[config.mk]
export PLATFORM = sky130hd
export DESIGN_NAME = node_enrollment_slave
export DESIGN_NICKNAME = d
export VERILOG_FILES = /design/src/hw/rtl/nes_pkg.sv /design/src/hw/rtl/node_enrollment_slave.sv
export SDC_FILE = /design/constraint.sdc
export NUM_CORES = 1
export LEC_CHECK = 0
export BUFFER_PORTS_ARGS = -buffer_cell sky130_fd_sc_hd__buf_2
export CAP_MARGIN = 25
export CORE_ASPECT_RATIO = 0.6
export CORE_MARGIN = 2
export CORE_UTILIZATION = 50
export CTS_BUF_LIST = sky130_fd_sc_hd__clkbuf_4
export CTS_CLUSTER_DIAMETER = 80
export DETAILED_ROUTE_END_ITERATION = 8
export GPL_TIMING_DRIVEN = 0
export HOLD_SLACK_MARGIN = 0.08
export PLACE_DENSITY = 0.74
export RECOVER_POWER = 25
export SLEW_MARGIN = 20
export SYNTH_ARGS = -nofsm -noshare
export SYNTH_HDL_FRONTEND = slang
export SYNTH_SLANG_ARGS = --single-unit
[constraint.sdc]
create_clock -name clk_i -period 5.6 [get_ports clk_i]
set_clock_uncertainty 0.15 [all_clocks]
set_input_delay 0.56 -clock clk_i [delete_from_list [all_inputs] [get_ports clk_i]]
set_output_delay 0.56 -clock clk_i [all_outputs]
set_load 0.005 [all_outputs]
[src/hw/rtl/nes_pkg.sv]
// ----------------------------------------------------------------------------
// nes_pkg: shared types and constants of the node enrollment slave
// Opcodes, enrollment phases, register indexes, field widths and reset values.
// ----------------------------------------------------------------------------
package nes_pkg;

  localparam int TimeBits  = 32;
  localparam int UidBits   = 32;
  localparam int PerBits   = 16;
  localparam int BudBits   = 3;
  localparam int BoardBits = 8;
  localparam int MstBits   = 16;
  localparam int BootBits  = 32;
  localparam int CfgBits   = 32;

  localparam int InDataBits  = 120;
  localparam int OutDataBits = 16;

  localparam logic [PerBits-1:0]   AnnouncePeriodRst = PerBits'(200);
  localparam logic [PerBits-1:0]   UnknownPeriodRst  = PerBits'(2000);
  localparam logic [BudBits-1:0]   AllowanceRst      = BudBits'(5);
  localparam logic [BoardBits-1:0] NoBoard           = 8'hFF;

  typedef enum logic [1:0] {
    OP_TICK   = 2'd0,
    OP_REPLY  = 2'd1,
    OP_BEACON = 2'd2
  } opcode_e;

  typedef enum logic [1:0] {
    PH_BCAST    = 2'd0,
    PH_UNKNOWN  = 2'd1,
    PH_ASSIGNED = 2'd2
  } phase_e;

  typedef enum logic [1:0] {
    REG_DEVICE_UID      = 2'd0,
    REG_ANNOUNCE_PERIOD = 2'd1,
    REG_UNKNOWN_PERIOD  = 2'd2,
    REG_ALLOWANCE       = 2'd3
  } reg_idx_e;

  typedef struct packed {
    logic [BootBits-1:0]  beacon_boots;
    logic [MstBits-1:0]   beacon_master;
    logic [BoardBits-1:0] reply_board;
    logic [UidBits-1:0]   reply_uid;
    logic [31:0]          now_time;
  } in_item_t;

  typedef struct packed {
    logic [2:0]           pad;
    logic [1:0]           enroll_state;
    logic [BoardBits-1:0] board_number;
    logic                 reset_request;
    logic                 send_accept;
    logic                 send_announce;
  } out_item_t;

endpackage

[src/hw/rtl/node_enrollment_slave.sv]
// ----------------------------------------------------------------------------
// node_enrollment_slave: bus node enrollment, slave side
// Handles time ticks, board-number replies and master beacons; one result each.
// ----------------------------------------------------------------------------
// Accepts one item per clock while the result stream is not stalled and returns
// one result per item: an input register holds the item, the enrollment state is
// updated by a single compare-and-select pass as the item moves into the output
// register. The 32-bit due-time add and compare on tick items sets the critical
// path. The output register lets a new item enter while a result waits to be
// taken; configuration writes are expected only while the block is idle.
module node_enrollment_slave (
  input  logic                            clk_i,
  input  logic                            rst_ni,
  // configuration write port
  input  logic                            cfg_we_i,
  input  logic [1:0]                      cfg_idx_i,
  input  logic [nes_pkg::CfgBits-1:0]     cfg_data_i,
  // input stream
  input  logic                            s_axis_tvalid,
  output logic                            s_axis_tready,
  // now_time[31:0], reply_uid[63:32], reply_board[71:64],
  // beacon_master[87:72], beacon_boots[119:88]
  input  logic [nes_pkg::InDataBits-1:0]  s_axis_tdata,
  // opcode[1:0]
  input  logic [1:0]                      s_axis_tuser,
  // result stream
  output logic                            m_axis_tvalid,
  input  logic                            m_axis_tready,
  // send_announce[0], send_accept[1], reset_request[2], board_number[10:3],
  // enroll_state[12:11], zeros above
  output logic [nes_pkg::OutDataBits-1:0] m_axis_tdata
);
  import nes_pkg::*;

  // configuration
  logic [UidBits-1:0] device_uid_q;
  logic [PerBits-1:0] announce_period_q, unknown_period_q;

  // enrollment state
  phase_e               phase_q, phase_d;
  logic [TimeBits-1:0]  last_announce_q, last_announce_d;
  logic [BoardBits-1:0] my_board_q, my_board_d;
  logic [MstBits-1:0]   known_master_q, known_master_d;
  logic [BootBits-1:0]  known_boots_q, known_boots_d;
  logic [BudBits-1:0]   change_budget_q, change_budget_d;

  // input register
  logic     in_valid_q;
  in_item_t in_item_q;
  opcode_e  in_op_q;

  // output register
  logic      out_valid_q;
  out_item_t out_item_q, out_item_d;

  logic advance;

  assign advance       = in_valid_q && (!out_valid_q || m_axis_tready);
  assign s_axis_tready = !in_valid_q || advance;
  assign m_axis_tvalid = out_valid_q;
  assign m_axis_tdata  = out_item_q;

  // ---------------- configuration registers
  always_ff @(posedge clk_i or negedge rst_ni) begin
    if (!rst_ni) begin
      device_uid_q      <= '0;
      announce_period_q <= AnnouncePeriodRst;
      unknown_period_q  <= UnknownPeriodRst;
    end else if (cfg_we_i) begin
      unique case (reg_idx_e'(cfg_idx_i))
        REG_DEVICE_UID:      device_uid_q      <= cfg_data_i[UidBits-1:0];
        REG_ANNOUNCE_PERIOD: announce_period_q <= cfg_data_i[PerBits-1:0];
        REG_UNKNOWN_PERIOD:  unknown_period_q  <= cfg_data_i[PerBits-1:0];
        REG_ALLOWANCE:       ;  // only reloads the change budget
      endcase
    end
  end

  // ---------------- input register
  always_ff @(posedge clk_i or negedge rst_ni) begin
    if (!rst_ni) begin
      in_valid_q <= 1'b0;
    end else if (s_axis_tready) begin
      in_valid_q <= s_axis_tvalid;
    end
  end

  always_ff @(posedge clk_i) begin
    if (s_axis_tvalid && s_axis_tready) begin
      in_item_q <= in_item_t'(s_axis_tdata);
      in_op_q   <= opcode_e'(s_axis_tuser);
    end
  end

  // ---------------- item processing
  logic [TimeBits-1:0] now_t, period_t, due_t;

  always_comb begin
    now_t    = in_item_q.now_time[TimeBits-1:0];
    period_t = (phase_q == PH_BCAST) ? TimeBits'(announce_period_q)
                                     : TimeBits'(unknown_period_q);
    due_t    = last_announce_q + period_t;
  end

  always_comb begin
    phase_d         = phase_q;
    last_announce_d = last_announce_q;
    my_board_d      = my_board_q;
    known_master_d  = known_master_q;
    known_boots_d   = known_boots_q;
    change_budget_d = change_budget_q;
    out_item_d      = '0;

    unique case (in_op_q)
      OP_TICK: begin
        if ((phase_q == PH_BCAST || phase_q == PH_UNKNOWN) && now_t > due_t) begin
          out_item_d.send_announce = 1'b1;
          last_announce_d          = now_t;
        end
      end
      OP_REPLY: begin
        if (in_item_q.reply_uid == device_uid_q &&
            !(phase_q == PH_ASSIGNED && in_item_q.reply_board != my_board_q)) begin
          if (in_item_q.reply_board != NoBoard) begin
            my_board_d             = in_item_q.reply_board;
            phase_d                = PH_ASSIGNED;
            out_item_d.send_accept = 1'b1;
          end else begin
            phase_d = PH_UNKNOWN;
          end
        end
      end
      OP_BEACON: begin
        priority if (known_master_q == '0) begin
          known_master_d = in_item_q.beacon_master;
          known_boots_d  = in_item_q.beacon_boots;
        end else if (known_master_q == in_item_q.beacon_master) begin
          out_item_d.reset_request = (known_boots_q != in_item_q.beacon_boots);
        end else if (change_budget_q == '0) begin
          out_item_d.reset_request = 1'b1;
        end else begin
          change_budget_d = change_budget_q - BudBits'(1);
        end
      end
      default: ;  // unused opcode changes nothing
    endcase

    out_item_d.board_number = my_board_d;
    out_item_d.enroll_state = phase_d;
  end

  // ---------------- state and output registers
  always_ff @(posedge clk_i or negedge rst_ni) begin
    if (!rst_ni) begin
      phase_q         <= PH_BCAST;
      last_announce_q <= '0;
      my_board_q      <= '0;
      known_master_q  <= '0;
      known_boots_q   <= '0;
    end else if (advance) begin
      phase_q         <= phase_d;
      last_announce_q <= last_announce_d;
      my_board_q      <= my_board_d;
      known_master_q  <= known_master_d;
      known_boots_q   <= known_boots_d;
    end
  end

  always_ff @(posedge clk_i or negedge rst_ni) begin
    if (!rst_ni) begin
      change_budget_q <= AllowanceRst;
    end else if (cfg_we_i && reg_idx_e'(cfg_idx_i) == REG_ALLOWANCE) begin
      // allowance write reloads the budget
      change_budget_q <= cfg_data_i[BudBits-1:0];
    end else if (advance) begin
      change_budget_q <= change_budget_d;
    end
  end

  always_ff @(posedge clk_i or negedge rst_ni) begin
    if (!rst_ni) begin
      out_valid_q <= 1'b0;
    end else if (advance) begin
      out_valid_q <= 1'b1;
    end else if (m_axis_tready) begin
      out_valid_q <= 1'b0;
    end
  end

  always_ff @(posedge clk_i) begin
    if (advance) begin
      out_item_q <= out_item_d;
    end
  end

  // ---------------- assertions
  a_accept_assigned: assert property (@(posedge clk_i) disable iff (!rst_ni)
    out_valid_q && out_item_q.send_accept |-> out_item_q.enroll_state == PH_ASSIGNED)
    else $error("accept flagged without assigned state");

  a_announce_unassigned: assert property (@(posedge clk_i) disable iff (!rst_ni)
    out_valid_q && out_item_q.send_announce |-> out_item_q.enroll_state != PH_ASSIGNED)
    else $error("announce flagged in assigned state");

  a_stall_blocks_input: assert property (@(posedge clk_i) disable iff (!rst_ni)
    in_valid_q && out_valid_q && !m_axis_tready |-> !s_axis_tready)
    else $error("input taken while both registers are full");

  a_budget_reload: assert property (@(posedge clk_i) disable iff (!rst_ni)
    cfg_we_i && cfg_idx_i == REG_ALLOWANCE |=> change_budget_q == $past(cfg_data_i[BudBits-1:0]))
    else $error("change budget not reloaded by allowance write");

endmodule

==> results.md <==
* EDFF count, synth at 135
* GRT Total Usage at 24.85%
* Setup ws final at 191.3 ps
* CTS buffer count at 71
* Total clock sinks at 294
* DP Area at 0.01452 sq mm
* Largest net degree at the start of global routing at 92
* Fin Hold WS at 340.9 ps
* Period utilization at 96.58%
* Fin area at 0.01722 sq mm
* Yosys top cell by area: edfxtp_1
* Finished Core Util at 67.53%
* Power density cells at 413.8 mW/mm^2
* H-tree levels at 3
* F_max at 184.9 MHz
* Worst Setup Path Type: flip-flop to flip-flop
* R2r setup slk at 190 ps
* Initial Util at 51.39%
* Die ar. at 0.02757 sq mm
* First-pass GRT wire length at 51.68 mm
* Core box area at 0.02551 sq mm
* TritonCTS clock tree: done
* IR drop worst, VDD at 0.2387 mV
* Slew @ Worst Pin at 4172 ps
* Num rows at 45
* Total grt overflow at 0
* Crit-path max FO at 10
* Top cell type's share of synthesized area at 30.93%
* Skew-Pair Late Insertion Delay at 740 ps
* Top cells by area, synth: edfxtp_1, dfrtp_1, mux2_2
* CP max stage delay at 480 ps
* RSZ-0062 raised after global routing: no
* Post-synth cell types at 54
* Ys async rst share at 54.08%
* Maximum capacitance violations at 1
* Placer Congestion at 0.8566
* Worst hold path type: flip-flop to flip-flop
* DR vias at 9008
* Synth Cell Area at 0.01311 sq mm
* Bufs on Longest Clock Path at 3
* Crit end category: flip-flop
* Vias/cell at 5.231
* Leak at 7.488 nW
* Relative slew slack at -178.1%
* Antenna-violating nets left at 0
* Startpoint Class: flip-flop
* Die Ht at 129.4 microns
* Drt initial violations at 524
* I/O pins at 179
* Synth Area per Inst at 14.73 sq um
* Number of global-route vias before repair at 9663
* Die W at 213.0 microns
* Final #Nets at 1524
* Gate Count Post-Synth at 890
* Worst EP arrival at 5870 ps
* Initial antenna violation count at 1
* Worst-path cell chain: nor2_4 -> mux2_2 -> ha_1 -> fa_1 -> a21oi_1 -> nand4b_1 -> a41oi_1 -> o22ai_2 -> o21ai_2 -> a31oi_1 -> xor2_1 -> ha_1 -> nand4_1 -> or3_1 -> a21oi_2 -> nor3_2 -> nor4_2 -> o211ai_1 -> buf_4 -> buf_4 -> mux2_1
* Synth Flop Type: dfrtp_1
* Max Slew Vio Count at 69
* Period minus WS final at 5409 ps
* #FFs+latches synth at 294
* Post-place setup slack at -1432 ps
* Layout area overhead at 31.41%
* Final hold violations at 0
* Most frequent cell after synthesis: mux2_2
* Layout cells sized above 1 at 35.06%
* Drt wl/cell at 19.15 microns
* Total iterations of the first detailed-routing run at 5
* Outcome: complete, but fails checks
* Final setup vio count at 0
* Number of I/O port buffers at 175
* Seq/Total Area, Yosys at 61.39%
* Crit-path slowest cell: dfrtp_2
* Drt total wl at 32.98 mm
* Most frequent cells after synthesis: mux2_2, dfrtp_1, edfxtp_1
* Failing checks: max-capacitance violations, max-slew violations
* Total power at 7.128 mW
* Clock slew at reported path FFs at 80 ps
* YS warnings at 0
* Root Driver: clkbuf_4
* Worst path required time at 6060 ps
* Post-DP HPWL at 20.15 mm
* # DRC at 0
[layout make-up]
class | instances | area (sq um)
antenna | 1 | 2.502
clock buffer | 105 | 788.3
buffer | 19 | 110.1
fill | 1795 | 8283
sequential | 294 | 8048
clock inverter | 25 | 157.7
multi-input combinational | 568 | 5025
inverter | 10 | 37.54
tap | 352 | 440.4
timing repair buffer | 348 | 2614
[repair_timing]
| item | CTS | global route |
|---|---|---|
| pin swaps | 4 | 3 |
| endpoints found under the setup margin | 33 | 32 |
| hold buffers | 163 | 0 |
| buffers inserted | 5 | 2 |
| endpoints found under the hold margin | 259 | 0 |
| gates resized for setup | 20 | 7 |
[through the flow]
stage               setup TNS [ps]  std cells
floorplan                        0        892
global placement            -52430       1419
detailed placement          -44400       1422
CTS                              0       1719
global route                     0       1721
finish                           0       1722
[final timing paths]
path                            cells past startpoint           from                 end
worst max register to register                     21     phase_q[1]  last_announce_q[6]
worst min-delay path                                1  in_item_q[73]   known_master_q[1]
max in group asynchronous                           2         rst_ni          phase_q[1]
worst max-delay path                               21     phase_q[1]  last_announce_q[6]
worst min register to register                      1  in_item_q[73]   known_master_q[1]
min in group asynchronous                           2         rst_ni    device_uid_q[19]
[flip-flops by register name (all words and copies together), names as in the netlist]
name	flops
now_t	32
in_item_q	88
known_master_q	16
phase_q	2
m_axis_tdata	13
last_announce_q	32
unknown_period_q	16
in_valid_q	1
device_uid_q	32
change_budget_q	3
known_boots_q	32
m_axis_tvalid	1
announce_period_q	16
my_board_q	8
in_op_q	2
[worst max-delay path: cells and delay by family (launching register included)]
family	cells	cell delay (ps)
AOI/OAI and AO/OA	7	1280
xor gates and xnor gates	1	90
adders and majority gates	3	970
buffers and inverters	2	370
DFF	1	480
muxes	2	700
and+or+nand+nor	6	1260
[where the power goes]
part / total, mW / internal, mW / switching, mW
Combinational: 2.19 / 1.11 / 1.09
Clock: 1.86 / 0.959 / 0.901
Sequential: 3.07 / 2.74 / 0.338
Total: 7.13 / 4.80 / 2.33
[per-layer routing]
metal | global-route usage, % | wire [microns] | up-vias
met1 | 33.43 | 14840 | 4412
met5 | 0 | 0 | -
met3 | 7.513 | 2294 | 68
li1 | - | - | 4201
met4 | 8.638 | 764 | 0
met2 | 38.74 | 15080 | 327
[layout by cell type, fill, tap and decap left out, types with 23 or more instances in the layout]
cell | Yosys | layout
buf_2 | 4 | 158
dfrtp_1 | 148 | 147
nor4_1 | 26 | 23
ha_1 | 50 | 50
xor2_1 | 85 | 85
xnor2_1 | 34 | 34
a21oi_1 | 33 | 32
dlygate4sd3_1 | 0 | 163
clkbuf_1 | 11 | 26
a21o_1 | 24 | 24
clkbuf_4 | 0 | 105
edfxtp_1 | 135 | 135
nand2_1 | 23 | 23
mux2_2 | 160 | 160
[kinds of logic after synthesis]
kind of cell / Yosys count / share of synthesized area (%)
xor+xnor: 119 / 7.952
compound gates: 89 / 4.353
simple gates: 143 / 6.320
fa+ha+maj: 51 / 4.926
other cells: 1 / 0.02861
buf+inv: 30 / 1.041
mux: 163 / 13.99
flops: 294 / 61.39
No activity file was read; power rests on OpenSTA's default activity.
